==> src/design/drc_pkg.sv <==
// ---------------------------------------------------------------------------
// drc_pkg
// types and constants of the dirty rectangle coalescer
// ---------------------------------------------------------------------------
package drc_pkg;

   // field widths
   localparam int X_W        = 12;
   localparam int Y_W        = 12;
   localparam int W_W        = 13;
   localparam int H_W        = 13;
   localparam int CSR_DATA_W = 13;
   localparam int CSR_IDX_W  = 2;

   // register indexes
   localparam logic [CSR_IDX_W-1:0] CSR_X_RES = 2'd0;
   localparam logic [CSR_IDX_W-1:0] CSR_Y_RES = 2'd1;
   localparam logic [CSR_IDX_W-1:0] CSR_TOL   = 2'd2;

   // register reset values
   localparam logic [CSR_DATA_W-1:0] X_RES_RST = 13'd1024;
   localparam logic [CSR_DATA_W-1:0] Y_RES_RST = 13'd768;
   localparam logic [CSR_DATA_W-1:0] TOL_RST   = 13'd40;

   // item commands
   localparam logic CMD_ADD   = 1'b0;
   localparam logic CMD_FLUSH = 1'b1;

   typedef struct packed {
      logic [X_W-1:0] x;
      logic [Y_W-1:0] y;
      logic [W_W-1:0] w;
      logic [H_W-1:0] h;
   } rect_type;

   typedef enum logic [2:0] {
      ST_IDLE,
      ST_CHECK,
      ST_SCAN,
      ST_MERGE,
      ST_APPEND,
      ST_FL_READ,
      ST_FL_OUT
   } state_type;

   // controller to datapath
   typedef struct packed {
      logic capture;
      logic idx_clear;
      logic rd_en;
      logic mem_merge;
      logic mem_append;
      logic count_clear;
      logic out_load;
   } ctl_type;

   // datapath to controller
   typedef struct packed {
      logic is_flush;
      logic add_ok;
      logic hit;
      logic scan_more;
      logic rd_vld;
      logic full;
      logic out_free;
      logic flush_last;
   } sts_type;

endpackage

==> src/design/drc_if.sv <==
// ---------------------------------------------------------------------------
// drc_if
// request and response channels of the dirty rectangle coalescer
// ---------------------------------------------------------------------------
interface drc_req_if;
   import drc_pkg::*;

   logic           valid;
   logic           ready;
   logic           cmd;
   logic [X_W-1:0] rect_x;
   logic [Y_W-1:0] rect_y;
   logic [W_W-1:0] rect_width;
   logic [H_W-1:0] rect_height;

   modport source (output valid, cmd, rect_x, rect_y, rect_width, rect_height,
                   input ready);
   modport sink (input valid, cmd, rect_x, rect_y, rect_width, rect_height,
                 output ready);
   modport monitor (input valid, ready, cmd, rect_x, rect_y, rect_width,
                    rect_height);
endinterface

interface drc_rsp_if;
   import drc_pkg::*;

   logic           valid;
   logic           ready;
   logic [X_W-1:0] out_x;
   logic [Y_W-1:0] out_y;
   logic [W_W-1:0] out_width;
   logic [H_W-1:0] out_height;
   logic           last;

   modport source (output valid, out_x, out_y, out_width, out_height, last,
                   input ready);
   modport sink (input valid, out_x, out_y, out_width, out_height, last,
                 output ready);
   modport monitor (input valid, ready, out_x, out_y, out_width, out_height,
                    last);
endinterface

==> src/design/drc_datapath.sv <==
// ---------------------------------------------------------------------------
// drc_datapath
// rectangle table, scan compare, merge, counters and response register
// ---------------------------------------------------------------------------
module drc_datapath #(
   parameter int TABLE_DEPTH = 32
) (
   input  logic                                clock,
   input  logic                                reset,
   input  drc_pkg::ctl_type                    ctl,
   output drc_pkg::sts_type                    sts,
   input  logic                                in_cmd,
   input  drc_pkg::rect_type                   in_rect,
   input  logic                                csr_wr_en,
   input  logic [drc_pkg::CSR_IDX_W-1:0]       csr_index,
   input  logic [drc_pkg::CSR_DATA_W-1:0]      csr_wdata,
   output logic                                rsp_valid,
   input  logic                                rsp_ready,
   output drc_pkg::rect_type                   rsp_rect,
   output logic                                rsp_last
);
   import drc_pkg::*;

   localparam int AW    = $clog2(TABLE_DEPTH);
   localparam int CW    = $clog2(TABLE_DEPTH + 1);
   localparam int SUM_W = W_W + 1;

   function automatic logic [W_W-1:0] absdiff(input logic [W_W-1:0] a,
                                              input logic [W_W-1:0] b);
      absdiff = (a > b) ? (a - b) : (b - a);
   endfunction

   logic                  cmd_ff;
   rect_type              item_ff;
   logic [CSR_DATA_W-1:0] xres_ff;
   logic [CSR_DATA_W-1:0] yres_ff;
   logic [CSR_DATA_W-1:0] tol_ff;
   logic [CW-1:0]         idx_ff;
   logic [CW-1:0]         count_ff;
   logic                  rd_vld_ff;
   logic [AW-1:0]         rd_idx_ff;
   rect_type              rd_data_ff;
   rect_type              table_ff [TABLE_DEPTH];
   logic                  rsp_valid_ff;
   rect_type              rsp_rect_ff;
   logic                  rsp_last_ff;

   logic [SUM_W-1:0] item_right;
   logic [SUM_W-1:0] item_bottom;
   logic [SUM_W-1:0] ent_right;
   logic [SUM_W-1:0] ent_bottom;
   logic [SUM_W-1:0] max_right;
   logic [SUM_W-1:0] max_bottom;
   logic [X_W-1:0]   min_x;
   logic [Y_W-1:0]   min_y;
   rect_type         merged;
   logic             wr_en;
   logic [AW-1:0]    wr_addr;
   rect_type         wr_data;
   logic             out_free;

   // captured item
   always_ff @(posedge clock) begin
      if (ctl.capture) begin
         cmd_ff  <= in_cmd;
         item_ff <= in_rect;
      end
   end

   // configuration registers
   always_ff @(posedge clock) begin
      if (reset) begin
         xres_ff <= X_RES_RST;
         yres_ff <= Y_RES_RST;
         tol_ff  <= TOL_RST;
      end else if (csr_wr_en) begin
         case (csr_index)
            CSR_X_RES: xres_ff <= csr_wdata;
            CSR_Y_RES: yres_ff <= csr_wdata;
            CSR_TOL:   tol_ff  <= csr_wdata;
            default:   ;
         endcase
      end
   end

   // bounds check of the captured rectangle
   assign item_right  = SUM_W'(item_ff.x) + SUM_W'(item_ff.w);
   assign item_bottom = SUM_W'(item_ff.y) + SUM_W'(item_ff.h);

   // bounding box of the read entry and the captured rectangle
   assign ent_right  = SUM_W'(rd_data_ff.x) + SUM_W'(rd_data_ff.w);
   assign ent_bottom = SUM_W'(rd_data_ff.y) + SUM_W'(rd_data_ff.h);
   assign max_right  = (item_right > ent_right) ? item_right : ent_right;
   assign max_bottom = (item_bottom > ent_bottom) ? item_bottom : ent_bottom;
   assign min_x      = (item_ff.x < rd_data_ff.x) ? item_ff.x : rd_data_ff.x;
   assign min_y      = (item_ff.y < rd_data_ff.y) ? item_ff.y : rd_data_ff.y;

   always_comb begin
      merged.x = min_x;
      merged.y = min_y;
      merged.w = W_W'(max_right - SUM_W'(min_x));
      merged.h = H_W'(max_bottom - SUM_W'(min_y));
   end

   // table write port
   assign wr_en   = ctl.mem_merge | ctl.mem_append;
   assign wr_addr = ctl.mem_merge ? rd_idx_ff : count_ff[AW-1:0];
   assign wr_data = ctl.mem_merge ? merged : item_ff;

   always_ff @(posedge clock) begin
      if (wr_en) begin
         table_ff[wr_addr] <= wr_data;
      end
   end

   // table read port with registered data
   always_ff @(posedge clock) begin
      if (ctl.rd_en) begin
         rd_data_ff <= table_ff[idx_ff[AW-1:0]];
         rd_idx_ff  <= idx_ff[AW-1:0];
      end
   end

   // read pointer and read-data valid
   always_ff @(posedge clock) begin
      if (reset) begin
         idx_ff    <= '0;
         rd_vld_ff <= 1'b0;
      end else begin
         rd_vld_ff <= ctl.rd_en;
         if (ctl.idx_clear) begin
            idx_ff <= '0;
         end else if (ctl.rd_en) begin
            idx_ff <= idx_ff + CW'(1);
         end
      end
   end

   // entry count
   always_ff @(posedge clock) begin
      if (reset) begin
         count_ff <= '0;
      end else if (ctl.count_clear) begin
         count_ff <= '0;
      end else if (ctl.mem_append) begin
         count_ff <= count_ff + CW'(1);
      end
   end

   // response register
   assign out_free = !rsp_valid_ff || rsp_ready;

   always_ff @(posedge clock) begin
      if (reset) begin
         rsp_valid_ff <= 1'b0;
      end else if (ctl.out_load) begin
         rsp_valid_ff <= 1'b1;
      end else if (rsp_ready) begin
         rsp_valid_ff <= 1'b0;
      end
   end

   always_ff @(posedge clock) begin
      if (ctl.out_load) begin
         rsp_rect_ff <= rd_data_ff;
         rsp_last_ff <= sts.flush_last;
      end
   end

   assign rsp_valid = rsp_valid_ff;
   assign rsp_rect  = rsp_rect_ff;
   assign rsp_last  = rsp_last_ff;

   // status to the controller
   always_comb begin
      sts.is_flush   = (cmd_ff == CMD_FLUSH);
      sts.add_ok     = (item_ff.w != '0) && (item_ff.h != '0) &&
                       (W_W'(item_ff.x) < xres_ff) && (H_W'(item_ff.y) < yres_ff) &&
                       (item_right <= SUM_W'(xres_ff)) &&
                       (item_bottom <= SUM_W'(yres_ff));
      sts.hit        = rd_vld_ff &&
                       (absdiff(W_W'(rd_data_ff.x), W_W'(item_ff.x)) < tol_ff) &&
                       (absdiff(W_W'(rd_data_ff.y), W_W'(item_ff.y)) < tol_ff) &&
                       (absdiff(rd_data_ff.w, item_ff.w) < tol_ff) &&
                       (absdiff(rd_data_ff.h, item_ff.h) < tol_ff);
      sts.scan_more  = (idx_ff < count_ff);
      sts.rd_vld     = rd_vld_ff;
      sts.full       = (count_ff == CW'(TABLE_DEPTH));
      sts.out_free   = out_free;
      sts.flush_last = (idx_ff == count_ff);
   end

endmodule

==> src/design/drc_controller.sv <==
// ---------------------------------------------------------------------------
// drc_controller
// sequencer for validate, scan, merge, append and flush of one item
// ---------------------------------------------------------------------------
module drc_controller (
   input  logic             clock,
   input  logic             reset,
   input  logic             req_valid,
   output logic             req_ready,
   input  drc_pkg::sts_type sts,
   output drc_pkg::ctl_type ctl
);
   import drc_pkg::*;

   state_type state_ff;
   state_type state_in;

   // state register
   always_ff @(posedge clock) begin
      if (reset) begin
         state_ff <= ST_IDLE;
      end else begin
         state_ff <= state_in;
      end
   end

   // next state
   always_comb begin
      state_in = state_ff;
      case (state_ff)
         ST_IDLE: begin
            if (req_valid) state_in = ST_CHECK;
         end
         ST_CHECK: begin
            if (sts.is_flush)    state_in = ST_FL_READ;
            else if (sts.add_ok) state_in = ST_SCAN;
            else                 state_in = ST_IDLE;
         end
         ST_SCAN: begin
            if (sts.hit) begin
               state_in = ST_MERGE;
            end else if (!sts.scan_more && !sts.rd_vld) begin
               state_in = ST_APPEND;
            end
         end
         ST_MERGE: begin
            state_in = ST_IDLE;
         end
         ST_APPEND: begin
            state_in = sts.full ? ST_FL_READ : ST_IDLE;
         end
         ST_FL_READ: begin
            if (sts.scan_more)    state_in = ST_FL_OUT;
            else if (sts.is_flush) state_in = ST_IDLE;
            else                  state_in = ST_APPEND;
         end
         ST_FL_OUT: begin
            if (sts.out_free) begin
               if (!sts.flush_last)   state_in = ST_FL_READ;
               else if (sts.is_flush) state_in = ST_IDLE;
               else                   state_in = ST_APPEND;
            end
         end
         default: state_in = ST_IDLE;
      endcase
   end

   // datapath commands
   always_comb begin
      ctl       = '0;
      req_ready = 1'b0;
      case (state_ff)
         ST_IDLE: begin
            req_ready     = 1'b1;
            ctl.capture   = req_valid;
            ctl.idx_clear = 1'b1;
         end
         ST_SCAN: begin
            ctl.rd_en = sts.scan_more && !sts.hit;
         end
         ST_MERGE: begin
            ctl.mem_merge = 1'b1;
         end
         ST_APPEND: begin
            // a full table is flushed before the append
            ctl.idx_clear  = sts.full;
            ctl.mem_append = !sts.full;
         end
         ST_FL_READ: begin
            ctl.rd_en       = sts.scan_more;
            ctl.count_clear = !sts.scan_more;
         end
         ST_FL_OUT: begin
            ctl.out_load    = sts.out_free;
            ctl.count_clear = sts.out_free && sts.flush_last;
         end
         default: ;
      endcase
   end

endmodule

==> src/design/dirty_rectangle_coalescer.sv <==
// ---------------------------------------------------------------------------
// dirty_rectangle_coalescer
// gathers screen update rectangles into a table, merges near matches and
// emits the stored list on flush
// ---------------------------------------------------------------------------
// channel   dir   handshake      payload
// req       in    valid/ready    cmd, rect_x, rect_y, rect_width, rect_height
// rsp       out   valid/ready    out_x, out_y, out_width, out_height, last
// csr       in    csr_wr_en      csr_index, csr_wdata
//
// one item at a time; the table is a single-port-write, single-read memory
// add: the captured item is checked, then compared with each stored entry in turn
// add merging into entry k ends the scan at k; a full-table append adds a flush
// flush: each entry is read, then loaded into rsp, before the next read; empty emits none
// reset is synchronous; the table itself is not cleared, the count is
// a stalled rsp holds the flush sequence; req may be taken while rsp waits
// ---------------------------------------------------------------------------
module dirty_rectangle_coalescer #(
   parameter int TABLE_DEPTH = 32
) (
   input  logic                           clock,
   input  logic                           reset,
   drc_req_if.sink                        req,
   drc_rsp_if.source                      rsp,
   input  logic                           csr_wr_en,
   input  logic [drc_pkg::CSR_IDX_W-1:0]  csr_index,
   input  logic [drc_pkg::CSR_DATA_W-1:0] csr_wdata
);
   import drc_pkg::*;

   ctl_type  ctl;
   sts_type  sts;
   rect_type in_rect;
   rect_type rsp_rect;
   logic     req_ready;

   // request payload into a rectangle
   always_comb begin
      in_rect.x = req.rect_x;
      in_rect.y = req.rect_y;
      in_rect.w = req.rect_width;
      in_rect.h = req.rect_height;
   end

   assign req.ready = req_ready;

   drc_controller u_ctrl (
      .clock     (clock),
      .reset     (reset),
      .req_valid (req.valid),
      .req_ready (req_ready),
      .sts       (sts),
      .ctl       (ctl)
   );

   drc_datapath #(
      .TABLE_DEPTH (TABLE_DEPTH)
   ) u_dp (
      .clock     (clock),
      .reset     (reset),
      .ctl       (ctl),
      .sts       (sts),
      .in_cmd    (req.cmd),
      .in_rect   (in_rect),
      .csr_wr_en (csr_wr_en),
      .csr_index (csr_index),
      .csr_wdata (csr_wdata),
      .rsp_valid (rsp.valid),
      .rsp_ready (rsp.ready),
      .rsp_rect  (rsp_rect),
      .rsp_last  (rsp.last)
   );

   // response payload
   assign rsp.out_x      = rsp_rect.x;
   assign rsp.out_y      = rsp_rect.y;
   assign rsp.out_width  = rsp_rect.w;
   assign rsp.out_height = rsp_rect.h;

endmodule

==> src/flat_wrapper.sv <==
// flat-port wrapper written by rule: the top's interface ports become plain ports
module dirty_rectangle_coalescer_flat import drc_pkg::*;
#(
   parameter int TABLE_DEPTH = 32
)
  (clock, reset, csr_wr_en, csr_index, csr_wdata, req_valid, req_cmd, req_rect_x, req_rect_y, req_rect_width, req_rect_height, req_ready, rsp_valid, rsp_out_x, rsp_out_y, rsp_out_width, rsp_out_height, rsp_last, rsp_ready);
  drc_req_if req_i ();
  drc_rsp_if rsp_i ();
  input  logic clock;
  input  logic reset;
  input  logic csr_wr_en;
  input  logic [drc_pkg::CSR_IDX_W-1:0] csr_index;
  input  logic [drc_pkg::CSR_DATA_W-1:0] csr_wdata;
  input wire logic [$bits(req_i.valid)-1:0] req_valid;
  input wire logic [$bits(req_i.cmd)-1:0] req_cmd;
  input wire logic [$bits(req_i.rect_x)-1:0] req_rect_x;
  input wire logic [$bits(req_i.rect_y)-1:0] req_rect_y;
  input wire logic [$bits(req_i.rect_width)-1:0] req_rect_width;
  input wire logic [$bits(req_i.rect_height)-1:0] req_rect_height;
  output wire logic [$bits(req_i.ready)-1:0] req_ready;
  output wire logic [$bits(rsp_i.valid)-1:0] rsp_valid;
  output wire logic [$bits(rsp_i.out_x)-1:0] rsp_out_x;
  output wire logic [$bits(rsp_i.out_y)-1:0] rsp_out_y;
  output wire logic [$bits(rsp_i.out_width)-1:0] rsp_out_width;
  output wire logic [$bits(rsp_i.out_height)-1:0] rsp_out_height;
  output wire logic [$bits(rsp_i.last)-1:0] rsp_last;
  input wire logic [$bits(rsp_i.ready)-1:0] rsp_ready;
  assign req_i.valid = req_valid;
  assign req_i.cmd = req_cmd;
  assign req_i.rect_x = req_rect_x;
  assign req_i.rect_y = req_rect_y;
  assign req_i.rect_width = req_rect_width;
  assign req_i.rect_height = req_rect_height;
  assign req_ready = req_i.ready;
  assign rsp_valid = rsp_i.valid;
  assign rsp_out_x = rsp_i.out_x;
  assign rsp_out_y = rsp_i.out_y;
  assign rsp_out_width = rsp_i.out_width;
  assign rsp_out_height = rsp_i.out_height;
  assign rsp_last = rsp_i.last;
  assign rsp_i.ready = rsp_ready;
  dirty_rectangle_coalescer #(.TABLE_DEPTH(TABLE_DEPTH)) u_core (.clock(clock), .reset(reset), .req(req_i), .rsp(rsp_i), .csr_wr_en(csr_wr_en), .csr_index(csr_index), .csr_wdata(csr_wdata));
endmodule
==> config.mk <==
export PLATFORM = sky130hd
export DESIGN_NAME = dirty_rectangle_coalescer_flat
export DESIGN_NICKNAME = d
export VERILOG_FILES = /design/src/design/drc_pkg.sv /design/src/design/drc_if.sv /design/src/design/drc_datapath.sv /design/src/design/drc_controller.sv /design/src/design/dirty_rectangle_coalescer.sv /design/src/flat_wrapper.sv
export SDC_FILE = /design/constraint.sdc
export NUM_CORES = 2
export LEC_CHECK = 0
export BUFFER_PORTS_ARGS = -buffer_cell sky130_fd_sc_hd__buf_2
export CORE_AREA = 4 4 426 428
export CTS_BUF_LIST = sky130_fd_sc_hd__clkbuf_8 sky130_fd_sc_hd__clkbuf_16
export CTS_CLUSTER_DIAMETER = 200
export DETAILED_ROUTE_END_ITERATION = 8
export DIE_AREA = 0 0 430 432
export GPL_ROUTABILITY_DRIVEN = 1
export SKIP_LAST_GASP = 1
export SLEW_MARGIN = 10
export SYNTH_ARGS = -nofsm -noshare
export SYNTH_HDL_FRONTEND = slang
export SYNTH_HIERARCHICAL = 1
export SYNTH_SLANG_ARGS = --single-unit
==> constraint.sdc <==
create_clock -name clock -period 7.4 [get_ports clock]
set_clock_uncertainty 0.15 [all_clocks]
set_input_delay 1.48 -clock clock [delete_from_list [all_inputs] [get_ports clock]]
set_output_delay 1.48 -clock clock [all_outputs]
set_load 0.01 [all_outputs]
Word-level counts from Yosys, hierarchy flattened

Memories as Yosys holds them, arrays and structs flattened. A register that Yosys moved wholly into a read port is not among the register bits.
Index checks and enable logic that the tools add are counted.

Muxes and demuxes: 33
Add/subtract/negate cells: 16
Bitwise operators: 1
Reductions and logical operators: 29
Order comparisons: 17
Equal/unequal tests: 13

Operators by type and width:

| cell                  | number |
|---|---|
| $mux W13              | 6 |
| $add A12 B13 Y14      | 4 |
| $lt A13 B13 Y1        | 4 |
| $sub A12 B12 Y13      | 4 |
| $sub A13 B13 Y13      | 4 |
| $mux W50              | 1 |
| $gt A14 B14 Y1        | 2 |
| $le A14 B13 Y1        | 2 |
| $mux W3               | 9 |
| $gt A13 B13 Y1        | 2 |
| $lt A12 B13 Y1        | 2 |
| $reduce_bool A13 Y1   | 2 |
| $sub A13 B12 Y13      | 2 |
| $gt A12 B12 Y1        | 2 |
| $lt A12 B12 Y1        | 2 |
| $mux W12              | 2 |
| $pmux W3 S6           | 1 |
| $add A6 B1 Y6 const B | 2 |
| $logic_and A1 B1 Y1   | 12 |
| $eq A3 B3 Y1 const B  | 3 |
| $mux W1               | 9 |
| $eq A3 B2 Y1 const B  | 2 |
| $eq A6 B6 Y1          | 1 |
| $eq A6 B6 Y1 const B  | 1 |
| 18 further kinds      | 28 |

Memory bits (writable): 1600
Register bits after elaboration: 163
Bits of input ports: 71
Logic and storage cells: 129
Output and inout bits: 53
Memories: 1

Memories:

| memory               | words | width | read ports | clocked after memory_dff | wr ports | line               | text |
|---|---|---|---|---|---|---|---|
| u_core.u_dp.table_ff | 32    | 50    | 1          | 1                        | 1        | drc_datapath.sv:43 | `rect_type table_ff [TABLE_DEPTH];` |

Longest topological paths before layout

Depth after elaboration: 10
Gate-level depth with buffers: 29
Gate-level depth less buffers: 28

Modules after synthesis

Netlist, hierarchy kept.

Modules (own cells, without submodules):

| module         | sequential area each (um2) | times used | cells an instance | area an instance (um2) |
|---|---|---|---|---|
| drc_datapath   | 53821.6                    | 1          | 4344              | 79318.6 |
| drc_controller | 60.1                       | 1          | 52                | 349.1 |

Worst setup path after synthesis

No wires, ideal clock.

Path type: register -> register
Start point: reg u_core/u_dp/item_ff[39] (netlist bit)
End point: mem u_core/u_dp/table_ff[0][25] (netlist bit) (data pin)
Required time: 6.865 ns
Stages on the path, launching flop included: 28
Buffers on the path: 1
Clock period less this slack: 6.755 ns
Setup time: 0.385 ns
Arrival: 6.220 ns
Setup slack: 0.645 ns
Cells stage by stage: edfxtp_1 -> ha_1 -> a21o_1 -> a21oi_1 -> o21a_1 -> o21bai_1 -> a41oi_1 -> a21oi_1 -> xnor2_1 -> inv_1 -> ha_1 -> nand4_1 -> or2_2 -> o221ai_1 -> o21a_1 -> clkbuf_1 -> mux2i_1 -> ha_1 -> inv_1 -> fa_1 -> a211oi_1 -> nor2_1 -> o211ai_1 -> a21oi_1 -> nor2_1 -> a21oi_1 -> xor2_1 -> mux2i_1

RTL lines:

| item                     | line               | text |
|---|---|---|
| start: declaration       | drc_datapath.sv:34 | `rect_type item_ff;` |
| start signal: assignment | drc_datapath.sv:66 | `item_ff <= in_rect;` |
| end: declaration         | drc_datapath.sv:43 |  |

==> flow_summary.json <==
{
  "power.internal_mw": 16.8,
  "period_share": 0.937,
  "path_buf_inv": 2,
  "grt_pass1_wl_mm": 319,
  "grt.total_usage": 0.242,
  "combPwrFrac": 0.077,
  "finalPower_mw": 21.8,
  "die_w_um": 430,
  "ys_warn_count": 6,
  "fmax_ghz": 0.144,
  "nNetsFinal": 5079,
  "cts_buffers": 181,
  "vias_per_cell": 6.04,
  "pwr-share-clk": 0.401,
  "syn_inst": 4396,
  "slowest_delay_ns": 0.55,
  "syn_to_final_growth_pct": 13.0,
  "dp_cells": 6863,
  "seqPwrFrac": 0.522,
  "worstSetupPathType": "register to register",
  "status": "finished clean",
  "drive_gt1_frac": 0.257,
  "ir_drop_mv": 0.214,
  "cp_max_fo": 32,
  "relSlewSlack": 0.152,
  "tns_ns": 0,
  "cp.depth": 25,
  "synth-async-reset-ratio": 0,
  "dieArea_mm2": 0.186,
  "synth_edf_count": 1757,
  "path_delay_family": "compound AO/OA/AOI/OAI gates",
  "crit_required_ns": 7.66,
  "yosys.cell_count.top_type": "edfxtp_1",
  "cts_sinks": 1813,
  "yosys.area.top_type": "edfxtp_1",
  "start_util": 0.448,
  "crit_path_end_kind": "register",
  "whs_ns": 0.310,
  "grt.overflow.total": 0,
  "port_buffers": 123,
  "fin_ws_ns": 0.463,
  "num_rows": 155,
  "core_mm2": 0.178,
  "firstDrtPassIters": 7,
  "ys_ff_latch": 1813,
  "grt_max_degree": 103,
  "clock-root-buffer": "clkbuf_16",
  "vias": 43481,
  "place_area_mm2": 0.0843,
  "syn-num-nets": 4784,
  "pre_cts_ws_ns": 0.411,
  "synth.top_cells.by_area": "edfxtp_1 66%, mux4_2 14%, ha_1 4.8%, dfxtp_1 1.4%, a21oi_1 1.1%",
  "drv_slew": 0,
  "drv_cap": 0,
  "min_period_ns": 6.94,
  "holdBufCountCts": 0,
  "power.density_mw_per_mm2": 243,
  "crit_slowest_cell": "edfxtp_1",
  "path_clk_slew_ns": 0.07,
  "ant_nets": 0,
  "grt_pass1_vias": 42176,
  "swShare": 0.229,
  "clk_path_buf_depth": 3,
  "clock_latency_ns": 0.83,
  "hold_viol": 0,
  "rrSetupSlack_ns": 0.46,
  "p_sw_mw": 5.01,
  "cpMostUsedCell": "a21oi_1",
  "power_leakage_nw": 29.7,
  "tightestPinTransition_ns": 1.27,
  "worstHoldPathType": "register to register",
  "io_pins": 124,
  "hold_depth": 2,
  "cts_tree": "yes",
  "yosysTopAreaCellShare": 0.662,
  "start_kind": "register",
  "ys_top_cells_by_count": "1757 x edfxtp_1, 500 x mux4_2, 303 x ha_1",
  "syn_avg_cell_area_um2": 18.1,
  "finish.instance_area_mm2": 0.0900,
  "rr_worst_depth": 25,
  "post_drt_wl_per_cell_um": 31.4,
  "ys_seq_area_frac": 0.676,
  "globalplace.congestion": 0.907,
  "die_h_um": 432,
  "ys.flop_type": "edfxtp_1",
  "place_hpwl_mm": 137,
  "drtIter0Drc": 4695,
  "post-route-util": 0.506,
  "wl_mm": 226,
  "synth_cell_types": 92,
  "htree_levels": 4,
  "drc": 0,
  "finalSetupViolCount": 0,
  "postCtsSetupBuffers": 0,
  "netlist_area_mm2": 0.0797,
  "fin_cells": 7201,
  "rsz0062_at_grt": "no",
  "antenna_found_initial": 14,
  "cp.arrival_ns": 7.20
}
==> power by group through the flow <==
stage / sequential (mW) / clock [mW] / combinational (mW)
4_1_cts: 11.4 / 8.94 / 1.67
5_1_grt: 11.4 / 9.37 / 1.85
2_1_floorplan: 11.6 / 0 / 1.10
6_report: 11.4 / 8.76 / 1.68
3_5_place_dp: 11.6 / 0 / 1.66
3_3_place_gp: 11.6 / 0 / 1.65
==> area by class of cell <==
cell class | instances | area [um^2]
Fill cell | 14268 | 87800
Timing Repair Buffer | 298 | 2000
Antenna cell | 2 | 5.00
Sequential cell | 1813 | 53900
Inverter | 216 | 811
Clock buffer | 188 | 4680
Tap cell | 2355 | 2950
Clock inverter | 148 | 1000
Multi-Input combinational cell | 2181 | 24700
==> layer usage <==
layer | wire length (um) | share of wire | vias to the layer above | GRT usage
li1 | - | - | 18325 | -
met1 | 93800 | 0.41 | 23022 | 0.350
met2 | 107000 | 0.47 | 1850 | 0.382
met3 | 18500 | 0.082 | 284 | 0.0423
met4 | 6450 | 0.029 | 0 | 0.0691
met5 | 0 | 0 | - | 0
==> worst reg2reg max path, delay by kind of cell (launching register included) <==
| family | cells | cell delay (ns) |
|---|---|---|
| compound gates | 11 | 2.35 |
| xor+xnor | 1 | 0.32 |
| fa+ha+maj | 4 | 1.33 |
| buf+inv | 2 | 0.33 |
| flops | 1 | 0.55 |
| mux | 1 | 0.19 |
| simple gates | 6 | 1.28 |
==> logic make-up after synthesis <==
kind of cell / after synthesis / share of synthesized area
DFF: 1813 / 0.676
muxes: 644 / 0.160
and+or+nand+nor: 566 / 0.0347
AOI/OAI and AO/OA: 547 / 0.0447
buffers and inverters: 402 / 0.0210
adders and majority gates: 317 / 0.0511
xor gates and xnor gates: 107 / 0.0118
==> placed cells by master (no fill, tap or decap), types with 17 or more instances in the layout <==
master / n
nor2_1: 101
clkinv_2: 28
xor2_1: 45
nor2b_1: 29
mux2i_2: 27
nor2_4: 33
nand3_1: 43
edfxtp_1: 1757
nand2_1: 178
o21a_1: 33
ha_1: 303
a31oi_1: 17
inv_1: 261
buf_2: 123
clkbuf_16: 186
mux2i_1: 54
o211ai_1: 19
dfxtp_1: 51
a21o_1: 71
a21oi_1: 164
nand4_1: 24
o21ai_0: 75
mux2_2: 58
nor3_1: 46
xnor2_1: 62
mux4_2: 500
clkinv_1: 45
buf_4: 169
==> registers in the layout (all words and copies together) (netlist names) <==
signal                  count
u_core/u_dp/rd_data_ff     50
u_core/u_dp/rd_vld_ff       1
u_core/u_dp/table_ff     1600
u_core/u_dp/count_ff        6
u_core/u_dp/xres_ff        13
u_core/u_dp/tol_ff         13
u_core/u_dp/cmd_ff          1
u_core/u_ctrl/state_ff      3
u_core/u_dp/rsp_last        1
u_core/u_dp/rsp_rect       50
u_core/u_dp/rd_idx_ff       5
u_core/u_dp/yres_ff        13
u_core/u_dp/item_ff        50
u_core/u_dp/rsp_valid       1
u_core/u_dp/idx_ff          6
==> what timing repair did <==
item,CTS,global route
setup endpoints to repair,0,96
endpoints found under the hold margin,0,0
gates resized for setup,0,1
==> worst paths after layout <==
kind / start / end
setup reg to reg: u_core/u_dp/item_ff[39] / u_core/u_dp/table_ff[8][23]
setup / recovery: u_core/u_dp/item_ff[39] / u_core/u_dp/table_ff[8][23]
hold reg to reg: u_core/u_dp/yres_ff[1] / u_core/u_dp/yres_ff[1]
hold / removal: u_core/u_dp/yres_ff[1] / u_core/u_dp/yres_ff[1]
Power figures use the tool's default switching activity.
